[src/rtl/hrp_pkg.sv]
// Package for the hue-rotated palette generator: fixed-point constants,
// register indexes, control types and small helpers. No dependencies.
package hrp_pkg;

  localparam int unsigned CategoryCount = 7;
  localparam int unsigned CatW          = 4;   // holds categories 0..15
  localparam int unsigned CfgIdxW       = 3;
  localparam int unsigned CfgDataW      = 16;

  localparam logic [14:0] HueFull  = 15'd23040;
  localparam logic [14:0] HueHalf  = 15'd11520;
  localparam logic [11:0] HueSixth = 12'd3840;
  localparam logic [8:0]  Q8One    = 9'd256;
  // 15 * Recip15 = 2^20 - 1, so (y * Recip15) >> 20 is y/15 or one below it.
  localparam logic [16:0] Recip15  = 17'd69905;

  localparam logic [8:0]  BonusSatReset    = 9'd184;
  localparam logic [8:0]  BonusValReset    = 9'd243;
  localparam logic [8:0]  DrawSatReset     = 9'd205;
  localparam logic [8:0]  DrawValReset     = 9'd184;
  localparam logic [14:0] DangerHueReset   = 15'd384;
  localparam logic [8:0]  BlendFracReset   = 9'd115;

  typedef enum logic [CfgIdxW-1:0] {
    CfgBonusSat  = 3'd0,
    CfgBonusVal  = 3'd1,
    CfgDrawSat   = 3'd2,
    CfgDrawVal   = 3'd3,
    CfgDangerHue = 3'd4,
    CfgBlendFrac = 3'd5
  } cfg_idx_e;

  typedef enum logic [1:0] {
    HueIdle,
    HueDivide,
    HueDone
  } hue_state_e;

  typedef struct packed {
    logic [CatW-1:0] cat;
    logic            drw;
    logic            last;
  } meta_t;

  function automatic logic [8:0] sat_q8(input logic [8:0] val);
    sat_q8 = (val > Q8One) ? Q8One : val;
  endfunction

endpackage

[src/rtl/hue_rotated_palette_generator.sv]
// Top level of the hue-rotated palette generator: accent hue divider,
// run sequencer and an eight-stage HSV to RGB pipeline. Uses hrp_pkg.
//
//  channel   direction  transfer                     payload
//  s_axis    in         tvalid & tready              accent color
//  m_axis    out        tvalid & tready              one palette color
//  cfg       in         cfg_valid_i & cfg_ready_o    register index and data
//
// An accent color is accepted, then its hue is found by a bit-serial divider,
// which is skipped when all three channels are equal. The sequencer then
// issues 2*CATEGORY_COUNT colors, one per cycle unless m_axis stalls, into
// the pipeline. The divider takes the next accent while the previous run is
// still issued.
// Reset clears the control state and the registers, not the datapath. A stall
// at m_axis freezes every stage and the sequencer.
module hue_rotated_palette_generator #(
  parameter int unsigned CATEGORY_COUNT = hrp_pkg::CategoryCount
) (
  input  logic                         clk_i,
  input  logic                         rst_ni,
  input  logic                         s_axis_tvalid_i,
  output logic                         s_axis_tready_o,
  // [7:0] accent_red, [15:8] accent_green, [23:16] accent_blue
  input  logic [23:0]                  s_axis_tdata_i,
  output logic                         m_axis_tvalid_o,
  input  logic                         m_axis_tready_i,
  // [2:0] category, [10:3] out_red, [18:11] out_green, [26:19] out_blue
  output logic [31:0]                  m_axis_tdata_o,
  // [0] is_drawback
  output logic                         m_axis_tuser_o,
  output logic                         m_axis_tlast_o,
  input  logic                         cfg_valid_i,
  output logic                         cfg_ready_o,
  input  logic [hrp_pkg::CfgIdxW-1:0]  cfg_index_i,
  input  logic [hrp_pkg::CfgDataW-1:0] cfg_data_i
);

  localparam logic [hrp_pkg::CatW-1:0] LastCat = hrp_pkg::CatW'(CATEGORY_COUNT - 1);

  // ---------------- configuration ----------------
  logic [8:0]  bonus_sat_q, bonus_val_q, draw_sat_q, draw_val_q, blend_q;
  logic [14:0] danger_q;

  assign cfg_ready_o = 1'b1;

  always_ff @(posedge clk_i or negedge rst_ni) begin
    if (!rst_ni) begin
      bonus_sat_q <= hrp_pkg::BonusSatReset;
      bonus_val_q <= hrp_pkg::BonusValReset;
      draw_sat_q  <= hrp_pkg::DrawSatReset;
      draw_val_q  <= hrp_pkg::DrawValReset;
      danger_q    <= hrp_pkg::DangerHueReset;
      blend_q     <= hrp_pkg::BlendFracReset;
    end else if (cfg_valid_i) begin
      case (cfg_index_i)
        hrp_pkg::CfgBonusSat:  bonus_sat_q <= cfg_data_i[8:0];
        hrp_pkg::CfgBonusVal:  bonus_val_q <= cfg_data_i[8:0];
        hrp_pkg::CfgDrawSat:   draw_sat_q  <= cfg_data_i[8:0];
        hrp_pkg::CfgDrawVal:   draw_val_q  <= cfg_data_i[8:0];
        hrp_pkg::CfgDangerHue: danger_q    <= cfg_data_i[14:0];
        hrp_pkg::CfgBlendFrac: blend_q     <= cfg_data_i[8:0];
        default: ;
      endcase
    end
  end

  logic [14:0] danger_red;
  logic [8:0]  blend_sat;
  assign danger_red = (danger_q >= hrp_pkg::HueFull) ? danger_q - hrp_pkg::HueFull : danger_q;
  assign blend_sat  = hrp_pkg::sat_q8(blend_q);

  // ---------------- accent hue divider ----------------
  hrp_pkg::hue_state_e state_q, state_d;
  logic [7:0]  rem_q;
  logic [11:0] low_q;
  logic [7:0]  dvs_q;
  logic [14:0] base_q;
  logic        neg_q;
  logic [3:0]  cnt_q;

  logic        emit_busy_q;
  logic [hrp_pkg::CatW-1:0] cat_q;
  logic        drw_q;
  logic [14:0] held_hue_q;
  logic        en;
  logic        issue;

  logic [7:0]  in_r, in_g, in_b, mx, mn, delta, num_abs;
  logic [14:0] in_base;
  logic        in_neg;
  logic [19:0] dividend;
  logic [8:0]  trial;
  logic        trial_ge;
  logic [15:0] hue_sum;
  logic [14:0] hue_res;
  logic        s_fire, handoff;

  assign in_r = s_axis_tdata_i[7:0];
  assign in_g = s_axis_tdata_i[15:8];
  assign in_b = s_axis_tdata_i[23:16];

  always_comb begin
    mx = in_r;
    mn = in_r;
    if (in_g > mx) mx = in_g;
    if (in_b > mx) mx = in_b;
    if (in_g < mn) mn = in_g;
    if (in_b < mn) mn = in_b;
    delta = mx - mn;
    // Ties go to red first, then green.
    if (mx == in_r) begin
      in_base = 15'd0;
      in_neg  = in_b > in_g;
      num_abs = in_neg ? in_b - in_g : in_g - in_b;
    end else if (mx == in_g) begin
      in_base = 15'd7680;
      in_neg  = in_r > in_b;
      num_abs = in_neg ? in_r - in_b : in_b - in_r;
    end else begin
      in_base = 15'd15360;
      in_neg  = in_g > in_r;
      num_abs = in_neg ? in_g - in_r : in_r - in_g;
    end
    // A negative arc rounds up: add delta-1 before the floor division.
    dividend = 20'(num_abs) * 20'(hrp_pkg::HueSixth)
             + (in_neg ? 20'(delta - 8'd1) : 20'd0);
  end

  assign trial    = {rem_q, low_q[11]};
  assign trial_ge = trial >= {1'b0, dvs_q};

  always_comb begin
    hue_sum = neg_q ? 16'(base_q) + 16'(hrp_pkg::HueFull) - 16'(low_q)
                    : 16'(base_q) + 16'(low_q);
    hue_res = (hue_sum >= 16'(hrp_pkg::HueFull)) ? 15'(hue_sum - 16'(hrp_pkg::HueFull))
                                                  : hue_sum[14:0];
  end

  always_comb begin
    state_d         = state_q;
    s_axis_tready_o = 1'b0;
    handoff         = 1'b0;
    case (state_q)
      hrp_pkg::HueIdle: begin
        s_axis_tready_o = 1'b1;
        if (s_axis_tvalid_i) state_d = (delta == 8'd0) ? hrp_pkg::HueDone : hrp_pkg::HueDivide;
      end
      hrp_pkg::HueDivide: begin
        if (cnt_q == 4'd11) state_d = hrp_pkg::HueDone;
      end
      hrp_pkg::HueDone: begin
        // The next run may start in the cycle that issues the last color.
        if (!emit_busy_q || (issue && drw_q && (cat_q == LastCat))) begin
          handoff = 1'b1;
          state_d = hrp_pkg::HueIdle;
        end
      end
      default: state_d = hrp_pkg::HueIdle;
    endcase
  end

  assign s_fire = s_axis_tvalid_i && s_axis_tready_o;

  always_ff @(posedge clk_i or negedge rst_ni) begin
    if (!rst_ni) state_q <= hrp_pkg::HueIdle;
    else         state_q <= state_d;
  end

  always_ff @(posedge clk_i) begin
    if (s_fire) begin
      cnt_q <= 4'd0;
      dvs_q <= delta;
      if (delta == 8'd0) begin
        rem_q  <= 8'd0;
        low_q  <= 12'd0;
        base_q <= 15'd0;
        neg_q  <= 1'b0;
      end else begin
        rem_q  <= dividend[19:12];
        low_q  <= dividend[11:0];
        base_q <= in_base;
        neg_q  <= in_neg;
      end
    end else if (state_q == hrp_pkg::HueDivide) begin
      rem_q <= trial_ge ? 8'(trial - {1'b0, dvs_q}) : trial[7:0];
      low_q <= {low_q[10:0], trial_ge};
      cnt_q <= cnt_q + 4'd1;
    end
  end

  // ---------------- run sequencer ----------------
  logic [14:0] step_w [16];

  for (genvar i = 0; i < 16; i++) begin : g_step
    localparam int unsigned StepVal =
        (i < CATEGORY_COUNT) ? (i * 23040) / CATEGORY_COUNT : 0;
    assign step_w[i] = 15'(StepVal);
  end

  assign issue = emit_busy_q && en;

  always_ff @(posedge clk_i or negedge rst_ni) begin
    if (!rst_ni) begin
      emit_busy_q <= 1'b0;
      cat_q       <= '0;
      drw_q       <= 1'b0;
      held_hue_q  <= '0;
    end else if (handoff) begin
      emit_busy_q <= 1'b1;
      cat_q       <= '0;
      drw_q       <= 1'b0;
      held_hue_q  <= hue_res;
    end else if (issue) begin
      if (cat_q == LastCat) begin
        cat_q <= '0;
        drw_q <= 1'b1;
        if (drw_q) emit_busy_q <= 1'b0;
      end else begin
        cat_q <= cat_q + 1'b1;
      end
    end
  end

  // ---------------- color pipeline ----------------
  logic out_valid_q;
  assign en = !out_valid_q || m_axis_tready_i;

  logic        v1_q, v2_q, v3_q, v4_q, v5_q, v6_q, v7_q;
  hrp_pkg::meta_t m1_q, m2_q, m3_q, m4_q, m5_q, m6_q, m7_q, mo_q;

  // Stage 1: stepped hue.
  logic [15:0] step_sum;
  logic [14:0] hue1_q;
  assign step_sum = 16'(held_hue_q) + 16'(step_w[cat_q]);

  // Stage 2: shortest arc toward the danger hue, times the blend fraction.
  logic signed [16:0] arc_x, arc_d;
  logic signed [24:0] arc_prod_q;
  logic [14:0] hue2_q;
  always_comb begin
    arc_x = $signed({2'b00, danger_red}) - $signed({2'b00, hue1_q});
    if (arc_x >= $signed({2'b00, hrp_pkg::HueHalf}))
      arc_d = arc_x - $signed({2'b00, hrp_pkg::HueFull});
    else if (arc_x < -$signed({2'b00, hrp_pkg::HueHalf}))
      arc_d = arc_x + $signed({2'b00, hrp_pkg::HueFull});
    else
      arc_d = arc_x;
  end

  // Stage 3: the hue, blended for drawback colors, and the saturation/value of this set.
  logic signed [16:0] arc_shift;
  logic signed [17:0] blend_sum, blend_wrap;
  logic [14:0] hue3_q;
  logic [8:0]  sat3_q, val3_q;
  always_comb begin
    arc_shift = 17'(arc_prod_q >>> 8);   // floor, also for a negative arc
    blend_sum = $signed({3'b000, hue2_q}) + 18'(arc_shift);
    if (blend_sum < 0)
      blend_wrap = blend_sum + $signed({3'b000, hrp_pkg::HueFull});
    else if (blend_sum >= $signed({3'b000, hrp_pkg::HueFull}))
      blend_wrap = blend_sum - $signed({3'b000, hrp_pkg::HueFull});
    else
      blend_wrap = blend_sum;
  end

  // Stage 4: chroma, sector and ramp factor.
  logic [2:0]  sector;
  logic [14:0] sector_base;
  logic [11:0] frac_h;
  logic [16:0] c4_q;
  logic [11:0] factor4_q;
  logic [2:0]  sector4_q;
  logic [8:0]  val4_q;
  always_comb begin
    if      (hue3_q >= 15'd19200) begin sector = 3'd5; sector_base = 15'd19200; end
    else if (hue3_q >= 15'd15360) begin sector = 3'd4; sector_base = 15'd15360; end
    else if (hue3_q >= 15'd11520) begin sector = 3'd3; sector_base = 15'd11520; end
    else if (hue3_q >= 15'd7680)  begin sector = 3'd2; sector_base = 15'd7680;  end
    else if (hue3_q >= 15'd3840)  begin sector = 3'd1; sector_base = 15'd3840;  end
    else                          begin sector = 3'd0; sector_base = 15'd0;     end
    frac_h = 12'(hue3_q - sector_base);
  end

  // Stage 5: chroma times ramp, and the offset m.
  logic [27:0] p5_q;
  logic [16:0] m_off5_q, c5_q;
  logic [2:0]  sector5_q;

  // Stage 6: division by 3840 as a shift and a reciprocal multiply.
  logic [36:0] recip_prod;
  logic [19:0] y6_q;
  logic [15:0] q6_q;
  logic [16:0] m_off6_q, c6_q;
  logic [2:0]  sector6_q;
  assign recip_prod = 37'(p5_q[27:8]) * 37'(hrp_pkg::Recip15);

  // Stage 7: correct the quotient, place channels, add m and clamp.
  logic [19:0] x_rem;
  logic [16:0] x_val, ch_r, ch_g, ch_b;
  logic [17:0] sum_r, sum_g, sum_b;
  logic [16:0] q7_r_q, q7_g_q, q7_b_q;
  always_comb begin
    x_rem = y6_q - 20'(q6_q) * 20'd15;
    x_val = 17'(q6_q) + ((x_rem >= 20'd15) ? 17'd1 : 17'd0);
    ch_r  = '0;
    ch_g  = '0;
    ch_b  = '0;
    case (sector6_q)
      3'd0:    begin ch_r = c6_q;  ch_g = x_val; end
      3'd1:    begin ch_r = x_val; ch_g = c6_q;  end
      3'd2:    begin ch_g = c6_q;  ch_b = x_val; end
      3'd3:    begin ch_g = x_val; ch_b = c6_q;  end
      3'd4:    begin ch_r = x_val; ch_b = c6_q;  end
      default: begin ch_r = c6_q;  ch_b = x_val; end
    endcase
    sum_r = 18'(ch_r) + 18'(m_off6_q);
    sum_g = 18'(ch_g) + 18'(m_off6_q);
    sum_b = 18'(ch_b) + 18'(m_off6_q);
  end

  function automatic logic [16:0] clamp_q16(input logic [17:0] val);
    clamp_q16 = (val > 18'd65536) ? 17'd65536 : val[16:0];
  endfunction

  function automatic logic [7:0] to_byte(input logic [16:0] q16);
    logic [24:0] prod;
    prod    = 25'(q16) * 25'd255;
    to_byte = prod[23:16];
  endfunction

  logic [7:0] out_r_q, out_g_q, out_b_q;

  always_ff @(posedge clk_i or negedge rst_ni) begin
    if (!rst_ni) begin
      v1_q <= 1'b0; v2_q <= 1'b0; v3_q <= 1'b0; v4_q <= 1'b0;
      v5_q <= 1'b0; v6_q <= 1'b0; v7_q <= 1'b0; out_valid_q <= 1'b0;
    end else if (en) begin
      v1_q <= emit_busy_q;
      v2_q <= v1_q; v3_q <= v2_q; v4_q <= v3_q;
      v5_q <= v4_q; v6_q <= v5_q; v7_q <= v6_q;
      out_valid_q <= v7_q;
    end
  end

  always_ff @(posedge clk_i) begin
    if (en) begin
      m1_q.cat  <= cat_q;
      m1_q.drw  <= drw_q;
      m1_q.last <= drw_q && (cat_q == LastCat);
      hue1_q    <= (step_sum >= 16'(hrp_pkg::HueFull))
                   ? 15'(step_sum - 16'(hrp_pkg::HueFull)) : step_sum[14:0];

      m2_q       <= m1_q;
      hue2_q     <= hue1_q;
      arc_prod_q <= 25'(arc_d) * $signed({16'd0, blend_sat});

      m3_q   <= m2_q;
      hue3_q <= m2_q.drw ? blend_wrap[14:0] : hue2_q;
      sat3_q <= hrp_pkg::sat_q8(m2_q.drw ? draw_sat_q : bonus_sat_q);
      val3_q <= hrp_pkg::sat_q8(m2_q.drw ? draw_val_q : bonus_val_q);

      m4_q      <= m3_q;
      c4_q      <= 17'(sat3_q) * 17'(val3_q);
      factor4_q <= sector[0] ? hrp_pkg::HueSixth - frac_h : frac_h;
      sector4_q <= sector;
      val4_q    <= val3_q;

      m5_q      <= m4_q;
      p5_q      <= 28'(c4_q) * 28'(factor4_q);
      m_off5_q  <= {val4_q, 8'd0} - c4_q;
      c5_q      <= c4_q;
      sector5_q <= sector4_q;

      m6_q      <= m5_q;
      y6_q      <= p5_q[27:8];
      q6_q      <= recip_prod[35:20];
      m_off6_q  <= m_off5_q;
      c6_q      <= c5_q;
      sector6_q <= sector5_q;

      m7_q   <= m6_q;
      q7_r_q <= clamp_q16(sum_r);
      q7_g_q <= clamp_q16(sum_g);
      q7_b_q <= clamp_q16(sum_b);

      mo_q    <= m7_q;
      out_r_q <= to_byte(q7_r_q);
      out_g_q <= to_byte(q7_g_q);
      out_b_q <= to_byte(q7_b_q);
    end
  end

  assign m_axis_tvalid_o = out_valid_q;
  assign m_axis_tdata_o  = {5'd0, out_b_q, out_g_q, out_r_q, 3'(mo_q.cat)};
  assign m_axis_tuser_o  = mo_q.drw;
  assign m_axis_tlast_o  = mo_q.last;

  // ---------------- assertions ----------------
  a_last_is_drawback: assert property (@(posedge clk_i) disable iff (!rst_ni)
    m_axis_tvalid_o && m_axis_tlast_o |-> m_axis_tuser_o)
    else $error("last color of a run is not a drawback color");

  a_busy_after_accept: assert property (@(posedge clk_i) disable iff (!rst_ni)
    s_axis_tvalid_i && s_axis_tready_o |=> !s_axis_tready_o)
    else $error("divider took a second accent while busy");

  a_cat_range: assert property (@(posedge clk_i) disable iff (!rst_ni)
    emit_busy_q |-> cat_q <= LastCat)
    else $error("category counter out of range");

  a_handoff: assert property (@(posedge clk_i) disable iff (!rst_ni)
    state_q == hrp_pkg::HueDone && !emit_busy_q |=> emit_busy_q && cat_q == '0 && !drw_q)
    else $error("run did not start after hue was ready");

endmodule
[config.mk]
export PLATFORM = sky130hd
export DESIGN_NAME = hue_rotated_palette_generator
export DESIGN_NICKNAME = d
export VERILOG_FILES = /design/src/rtl/hrp_pkg.sv /design/src/rtl/hue_rotated_palette_generator.sv
export SDC_FILE = /design/constraint.sdc
export NUM_CORES = 2
export LEC_CHECK = 0
export BUFFER_PORTS_ARGS = -buffer_cell sky130_fd_sc_hd__buf_2
export CELL_PAD_IN_SITES_DETAIL_PLACEMENT = 0
export CELL_PAD_IN_SITES_GLOBAL_PLACEMENT = 1
export CORE_ASPECT_RATIO = 0.75
export CORE_MARGIN = 5
export CORE_UTILIZATION = 55
export CTS_BUF_LIST = sky130_fd_sc_hd__clkbuf_16
export DETAILED_ROUTE_END_ITERATION = 16
export PLACE_DENSITY_LB_ADDON = 0.25
export SKIP_CTS_REPAIR_TIMING = 1
export SLEW_MARGIN = 20
export SYNTH_ARGS = -nofsm -noshare
export SYNTH_HDL_FRONTEND = slang
export SYNTH_SLANG_ARGS = --single-unit
[constraint.sdc]
create_clock -name clk_i -period 31.8 [get_ports clk_i]
set_input_delay 4.77 -clock clk_i [delete_from_list [all_inputs] [get_ports clk_i]]
set_output_delay 4.77 -clock clk_i [all_outputs]
set_load 0.01 [all_outputs]
**Word-level counts from Yosys, hierarchy flattened**

Memories as Yosys holds them, arrays and structs flattened.
Cells that the tools add are included.

- Register bits: 521
- Bits in read-only memories: 240
- Input port bits: 48
- Output and inout bits: 37
- Word-level logic and storage cells: 265
- Memories kept: 1

Memories:

| memory | depth | bits a word | read ports | clocked after memory_dff | wr ports | RTL line | text |
|---|---|---|---|---|---|---|---|
| (name not given) | 16 | 15 | 1 | 0 | 0 | hue_rotated_palette_generator.sv:234 | `assign step_sum = 16'(held_hue_q) + 16'(step_w[cat_q]);` |

- Add/sub/neg operators: 33
- Multipliers: 9
- Order comparisons: 27
- Equality and inequality tests: 18
- Mux-type cells: 67
- Bitwise logic cells: 1
- Reductions and logical operators: 34

Operator list:

| kind | number |
|---|---|
| 15-bit 2-to-1 mux | 8 |
| 12-bit 2-to-1 mux | 9 |
| 8-bit 2-to-1 mux | 13 |
| 17-bit case mux with 2 select lines | 3 |
| 17-bit by 8-bit multiplier with 24-bit output, second input constant | 3 |
| 8-bit subtractor | 8 |
| 15-bit subtractor, second input constant | 4 |
| 17-bit by 17-bit adder with 18-bit output | 3 |
| 18-bit by 17-bit greater-than comparator with 1-bit output, second input constant | 3 |
| 16-bit by 15-bit greater-or-equal comparator with 1-bit output, second input constant | 3 |
| 20-bit by 17-bit multiplier with 36-bit output, second input constant | 1 |
| 17-bit 2-to-1 mux | 2 |
| 8-bit greater-than comparator | 4 |
| 15-bit by 14-bit greater-or-equal comparator with 1-bit output, second input constant | 2 |
| 15-bit greater-or-equal comparator, second input constant | 2 |
| 17-bit by 12-bit multiplier with 28-bit output | 1 |
| 9-bit greater-than comparator, second input constant | 3 |
| 9-bit 2-to-1 mux | 3 |
| 17-bit by 10-bit multiplier with 25-bit output | 1 |
| 20-bit adder | 1 |
| 20-bit by 4-bit greater-or-equal comparator with 1-bit output, second input constant | 1 |
| 16-bit by 4-bit multiplier with 20-bit output, second input constant | 1 |
| 20-bit 2-to-1 mux | 1 |
| 20-bit subtractor | 1 |
| 51 further kinds | 108 |

**Longest topological paths before layout**

- Depth in word-level cells: 11
- Mapped depth: 45
- Mapped depth without buffers: 42

**Worst setup path after synthesis**

OpenSTA, ideal clock, no wires.

- Path type: input -> register
- From: input m_axis_tready_i
- To: register cat_q[3] in the netlist's numbering
- Arrival: 17.976 ns
- Required time: 31.721 ns
- Path slack: 13.745 ns
- Cell stages on the path: 7
- Path through: nor2b_1 > clkbuf_1 > inv_1 > clkbuf_1 > nand2_1 > or4_1 > a21oi_1

- Cells in the longest elaborated chain, start to end: 8
- Elaborated cells on any way between the ends: 9

Ends and longest elaborated chain:

| what | RTL line | text |
|---|---|---|
| start, declared | hue_rotated_palette_generator.sv:26 | `input logic m_axis_tready_i,` |
| 1-bit logical OR (*) | hue_rotated_palette_generator.sv:226 | `assign en = !out_valid_q \|\| m_axis_tready_i;` |
| 1-bit logical AND (*) | hue_rotated_palette_generator.sv:200 | `assign issue = emit_busy_q && en;` |
| 1-bit logical AND (2 in series) | hue_rotated_palette_generator.sv:153 | `if (!emit_busy_q \|\| (issue && drw_q && (cat_q == LastCat))) begin` |
| 1-bit logical OR | hue_rotated_palette_generator.sv:153 |  |
| 1-bit 2-to-1 mux | hue_rotated_palette_generator.sv:153 |  |
| 1-bit 2-to-1 mux | hue_rotated_palette_generator.sv:143 | `case (state_q)` |
| 4-bit 2-to-1 mux / 2-bit nonzero test (equally long branches) | - |  |
| end signal, assigned | hue_rotated_palette_generator.sv:219 | `cat_q <= cat_q + 1'b1;` |
| end, declared | hue_rotated_palette_generator.sv:82 | `logic [hrp_pkg::CatW-1:0] cat_q;` |

Every way passes the cells marked *; elsewhere a longest branch is shown, timed or not.
A chain may end at the register's enable or synchronous reset.

**Final worst setup path**

- From: input s_axis_tdata_i[1]
- To: register rem_q[7], data pin

- Cells in the longest elaborated chain, start to end: 11
- Elaborated cells on any way between the ends: 29

Ends and longest elaborated chain:

| what | RTL line | text |
|---|---|---|
| start, declared | hue_rotated_palette_generator.sv:24 | `input logic [23:0] s_axis_tdata_i,` |
| 8-bit greater-than comparator | hue_rotated_palette_generator.sv:105, hue_rotated_palette_generator.sv:121 |  |
| 8-bit 2-to-1 mux | hue_rotated_palette_generator.sv:105 | `if (in_g > mx) mx = in_g;` |
| 8-bit greater-than comparator | hue_rotated_palette_generator.sv:106 | `if (in_b > mx) mx = in_b;` |
| 8-bit 2-to-1 mux | hue_rotated_palette_generator.sv:106 |  |
| 8-bit == test | hue_rotated_palette_generator.sv:115 | `end else if (mx == in_g) begin` |
| 8-bit 2-to-1 mux / 1-bit 2-to-1 mux (equally long branches) | hue_rotated_palette_generator.sv:115 |  |
| 8-bit 2-to-1 mux / 1-bit 2-to-1 mux (equally long branches) | hue_rotated_palette_generator.sv:111 | `if (mx == in_r) begin` |
| 8-bit by 4-bit multiplier with 12-bit output / 20-bit 2-to-1 mux (equally long branches) | hue_rotated_palette_generator.sv:125, hue_rotated_palette_generator.sv:126 |  |
| 20-bit adder | hue_rotated_palette_generator.sv:126 | `+ (in_neg ? 20'(delta - 8'd1) : 20'd0);` |
| 8-bit 2-to-1 mux (*) | hue_rotated_palette_generator.sv:173 | `if (delta == 8'd0) begin` |
| 8-bit 2-to-1 mux (*) | hue_rotated_palette_generator.sv:170 | `if (s_fire) begin` |
| end signal, assigned | hue_rotated_palette_generator.sv:179 | `rem_q <= dividend[19:12];` |
| end signal, assigned | hue_rotated_palette_generator.sv:185 | `rem_q <= trial_ge ? 8'(trial - {1'b0, dvs_q}) : trial[7:0];` |
| end, declared | hue_rotated_palette_generator.sv:74 | `logic [7:0] rem_q;` |

Marks and branches as above.

==> results.sh <==
export IMPL_r2r_start="danger_q[1]"
export IMPL_io_pins=85
export IMPL_crit_family="compound AO/OA/AOI/OAI gates"
export IMPL_clk_latency_ns=0.64
export IMPL_crit_type="in -> reg"
export IMPL_hold_violations=0
export IMPL_drtIter0Drc=3045
export IMPL_max_freq_ghz=0.0711
export IMPL_maxSlewViolCount=0
export IMPL_vias=38865
export IMPL_syn_avg_cell_area_um2=10.0
export IMPL_firstDrtPassIters=6
export IMPL_drive_gt1_share_pct=5.93
export IMPL_synth_area_um2=55900
export IMPL_r2r_end="arc_prod_q[24]"
export IMPL_grt_util_all_layers_pct=24.6
export IMPL_grt_remaining_overflow=0
export IMPL_die_h_um=286
export IMPL_start_util_pct=55.3
export IMPL_async_flop_share_pct=18.5
export IMPL_rsz0062_at_grt="false"
export IMPL_synth_compound_area_share_pct=10.3
export IMPL_synth_mux_area_share_pct=2.82
export IMPL_path_buf_inv=2
export IMPL_drc=0
export IMPL_routed_wirelength_um=130000
export IMPL_dp_hpwl_um=104000
export IMPL_reg2reg_depth=34
export IMPL_wl_met1_um=65400
export IMPL_ant_nets=0
export IMPL_worst_pin_slew_ns=1.07
export IMPL_cp_end_kind="flop"
export IMPL_synth_adder_area_share_pct=37.5
export IMPL_port_buffers=77
export IMPL_cp_start_kind="input port"
export IMPL_place_congestion=0.936
export IMPL_holdCritPathClass="reg -> reg"
export IMPL_finClkSkew_ns=0.0482
export IMPL_rrSetupSlack_ns=21.80
export IMPL_fin_crit_ns=14.06
export IMPL_syn_inst=5582
export IMPL_hold_path_startpoint="sector4_q[2]"
export IMPL_timing_setup_tns_ns=0
export IMPL_cp_required_ns=32.13
export IMPL_outcome="completed"
export IMPL_via_per_inst=5.56
export IMPL_grt_pass1_vias=39171
export IMPL_slew_headroom_pct=28.4
export IMPL_cp_slowest_stage_delay_ns=0.62
export IMPL_final_nets=6945
export IMPL_path_clk_slew_ns=0.06
export IMPL_path_max_fanout=15
export IMPL_rows=101
export IMPL_cp_arrival_ns=14.39
export IMPL_cp_slowest_cell="o21ai_0"
export IMPL_cts_tree="done"
export IMPL_yosysUniqueCellTypes=102
export IMPL_yosys_register_bits=491
export IMPL_grt_antenna_before_repair=5
export IMPL_hold_path_depth=0
export IMPL_die_width_um=378
export IMPL_min_to="sector5_q[2]"
export IMPL_synthXorXnorAreaFrac_pct=4.71
export IMPL_die_area_um2=108000
export IMPL_highest_layer="met5"
export IMPL_grt_pass1_wl_um=213000
export IMPL_h_tree_depth=2
export IMPL_fp_coreArea_um2=101000
export IMPL_synth_edf_count=396
export IMPL_fillCellCount=8616
export IMPL_yosys_area_share_simple_pct=11.7
export IMPL_wl_met2_um=52200
export IMPL_yosysWarnings=0
export IMPL_cts_max_path_buffers=3
export IMPL_synth_top_family_by_area="adder cells"
export IMPL_period_share_pct=44.2
export IMPL_finalSetupViolCount=0
export IMPL_seq_area_frac_synth_pct=25.6
export IMPL_cts_inserted_buffers=53
export IMPL_synthToLayoutAreaGrowth_pct=6.44
export IMPL_cts_root_buf="clkbuf_16"
export IMPL_ys_flop_type="edfxtp_1"
export IMPL_wl_met3_um=9580
export IMPL_maxCapViolations=0
export IMPL_clkSinkCount=491
export IMPL_avgRoutedWirePerCell_um=18.5
export IMPL_grt_max_degree=182
[stage by stage]
stage	util (%)	std cells	hold slack, ns	area (um2)	worst slack, ns
3_5_place_dp	57.1	6890	0.405	57600	17.30
5_1_grt	58.9	6989	0.420	59500	16.88
4_1_cts	58.9	6989	0.401	59400	17.94
2_1_floorplan	-	5586	0.400	55900	13.74
3_3_place_gp	57.1	6890	0.402	57600	17.38
6_report	58.9	6990	0.394	59500	17.74
[flip-flops by register name, indices dropped and copies added (netlist names), 15 cells and up]
signal	count
p5_q	20
y6_q	20
arc_prod_q	17
c4_q	17
m_off5_q	17
m_off6_q	17
q7_b_q	17
q7_g_q	17
q7_r_q	17
c5_q	16
c6_q	16
q6_q	16
danger_q	15
held_hue_q	15
hue1_q	15
hue2_q	15
hue3_q	15
[worst max path at each step]
stage                       from        to  depth (start not counted)
2_1_floorplan    m_axis_tready_i  cat_q[3]                          7
6_report       s_axis_tdata_i[1]  rem_q[7]                         35
4_1_cts        s_axis_tdata_i[1]  rem_q[7]                         35
5_1_grt        s_axis_tdata_i[1]  rem_q[6]                         39
3_3_place_gp   s_axis_tdata_i[1]  rem_q[7]                         35
3_5_place_dp   s_axis_tdata_i[1]  rem_q[7]                         35
[area by class of cell]
type	instances	area, um2	share of cell area, %
multi-input combinational	3999	37500	63.0
sequential	491	14300	24.0
inverter	961	3610	6.08
tap	1339	1680	2.82
clock buffer	59	1480	2.48
timing repair buffer	100	573	0.964
clock inverter	40	362	0.608
antenna	1	2.50	0.00421
[metal layers]
| metal | global-route usage, % | vias up |
|---|---|---|
| li1 | - | 18632 |
| met1 | 39.6 | 19064 |
| met2 | 34.7 | 1014 |
| met3 | 4.53 | 149 |
| met4 | 4.59 | 6 |
| met5 | 0.584 | - |
[placed cells by master, fill, tap and decap left out, types with 18 or more instances in the layout]
master     netlist  layout
a211oi_1        36      36
a21o_1          53      53
a21oi_1        220     220
and2_1         143     143
and3_1          31      31
buf_2            5      76
buf_4            6      23
clkbuf_16        0      59
dfrtp_1         65      65
dfstp_2         26      26
edfxtp_1       396     396
fa_1           638     638
ha_1           653     653
inv_1          959     969
mux2_2          77      77
mux2i_1         65      65
nand2_1        474     474
nand2b_1        45      45
nand3_1         58      58
nand4_1         30      30
nor2_1         378     378
nor2b_1         52      52
nor3_1          84      83
nor4_1          28      28
o211ai_1        21      21
o21a_1          68      68
o21ai_0        203     203
o21bai_1        22      22
o31ai_1         18      18
xnor2_1        205     204
xor2_1          89      88
[cell usage after synthesis (all sizes together), types with 18 or more instances]
cell    count  area [um2]
o31ai      19         156
nand4      30         188
inv       960        3600
xnor2     207        1830
and2      143         895
ha        653        8170
dfrtp      65        1630
o21ai     210        1060
nand2b     45         282
o21a       68         510
a21o       53         398
edfxtp    396       11900
buf        18        96.3
mux2i      65         651
nand3      58         290
nand2     474        1780
a21oi     223        1130
clkbuf    117         439
fa        638       12800
o21bai     22         165
nor2b      52         325
nor3       85         430
dfstp      26         683
nor4       28         175
a211oi     37         283
xor2       89         780
nor2      378        1420
mux2       78         882
and3       31         194
o211ai     21         158
[logic make-up after synthesis]
family,count (synthesis)
simple gates,1398
other cells,2
buf+inv,1096
flops,491
mux,145
xor+xnor,297
compound gates,862
fa+ha+maj,1291
[worst register-to-register path: cells and delay by family (launching register included)]
| family | cells | cell delay (ns) |
|---|---|---|
| xor gates and xnor gates | 3 | 1.02 |
| buffers and inverters | 3 | 0.22 |
| DFF | 1 | 0.45 |
| adders and majority gates | 7 | 3.19 |
| and+or+nand+nor | 7 | 1.61 |
| AOI/OAI and AO/OA | 14 | 3.22 |
Power is not shown: default switching activity piles up to over one toggle a cycle in this logic, so the estimate is an artifact.
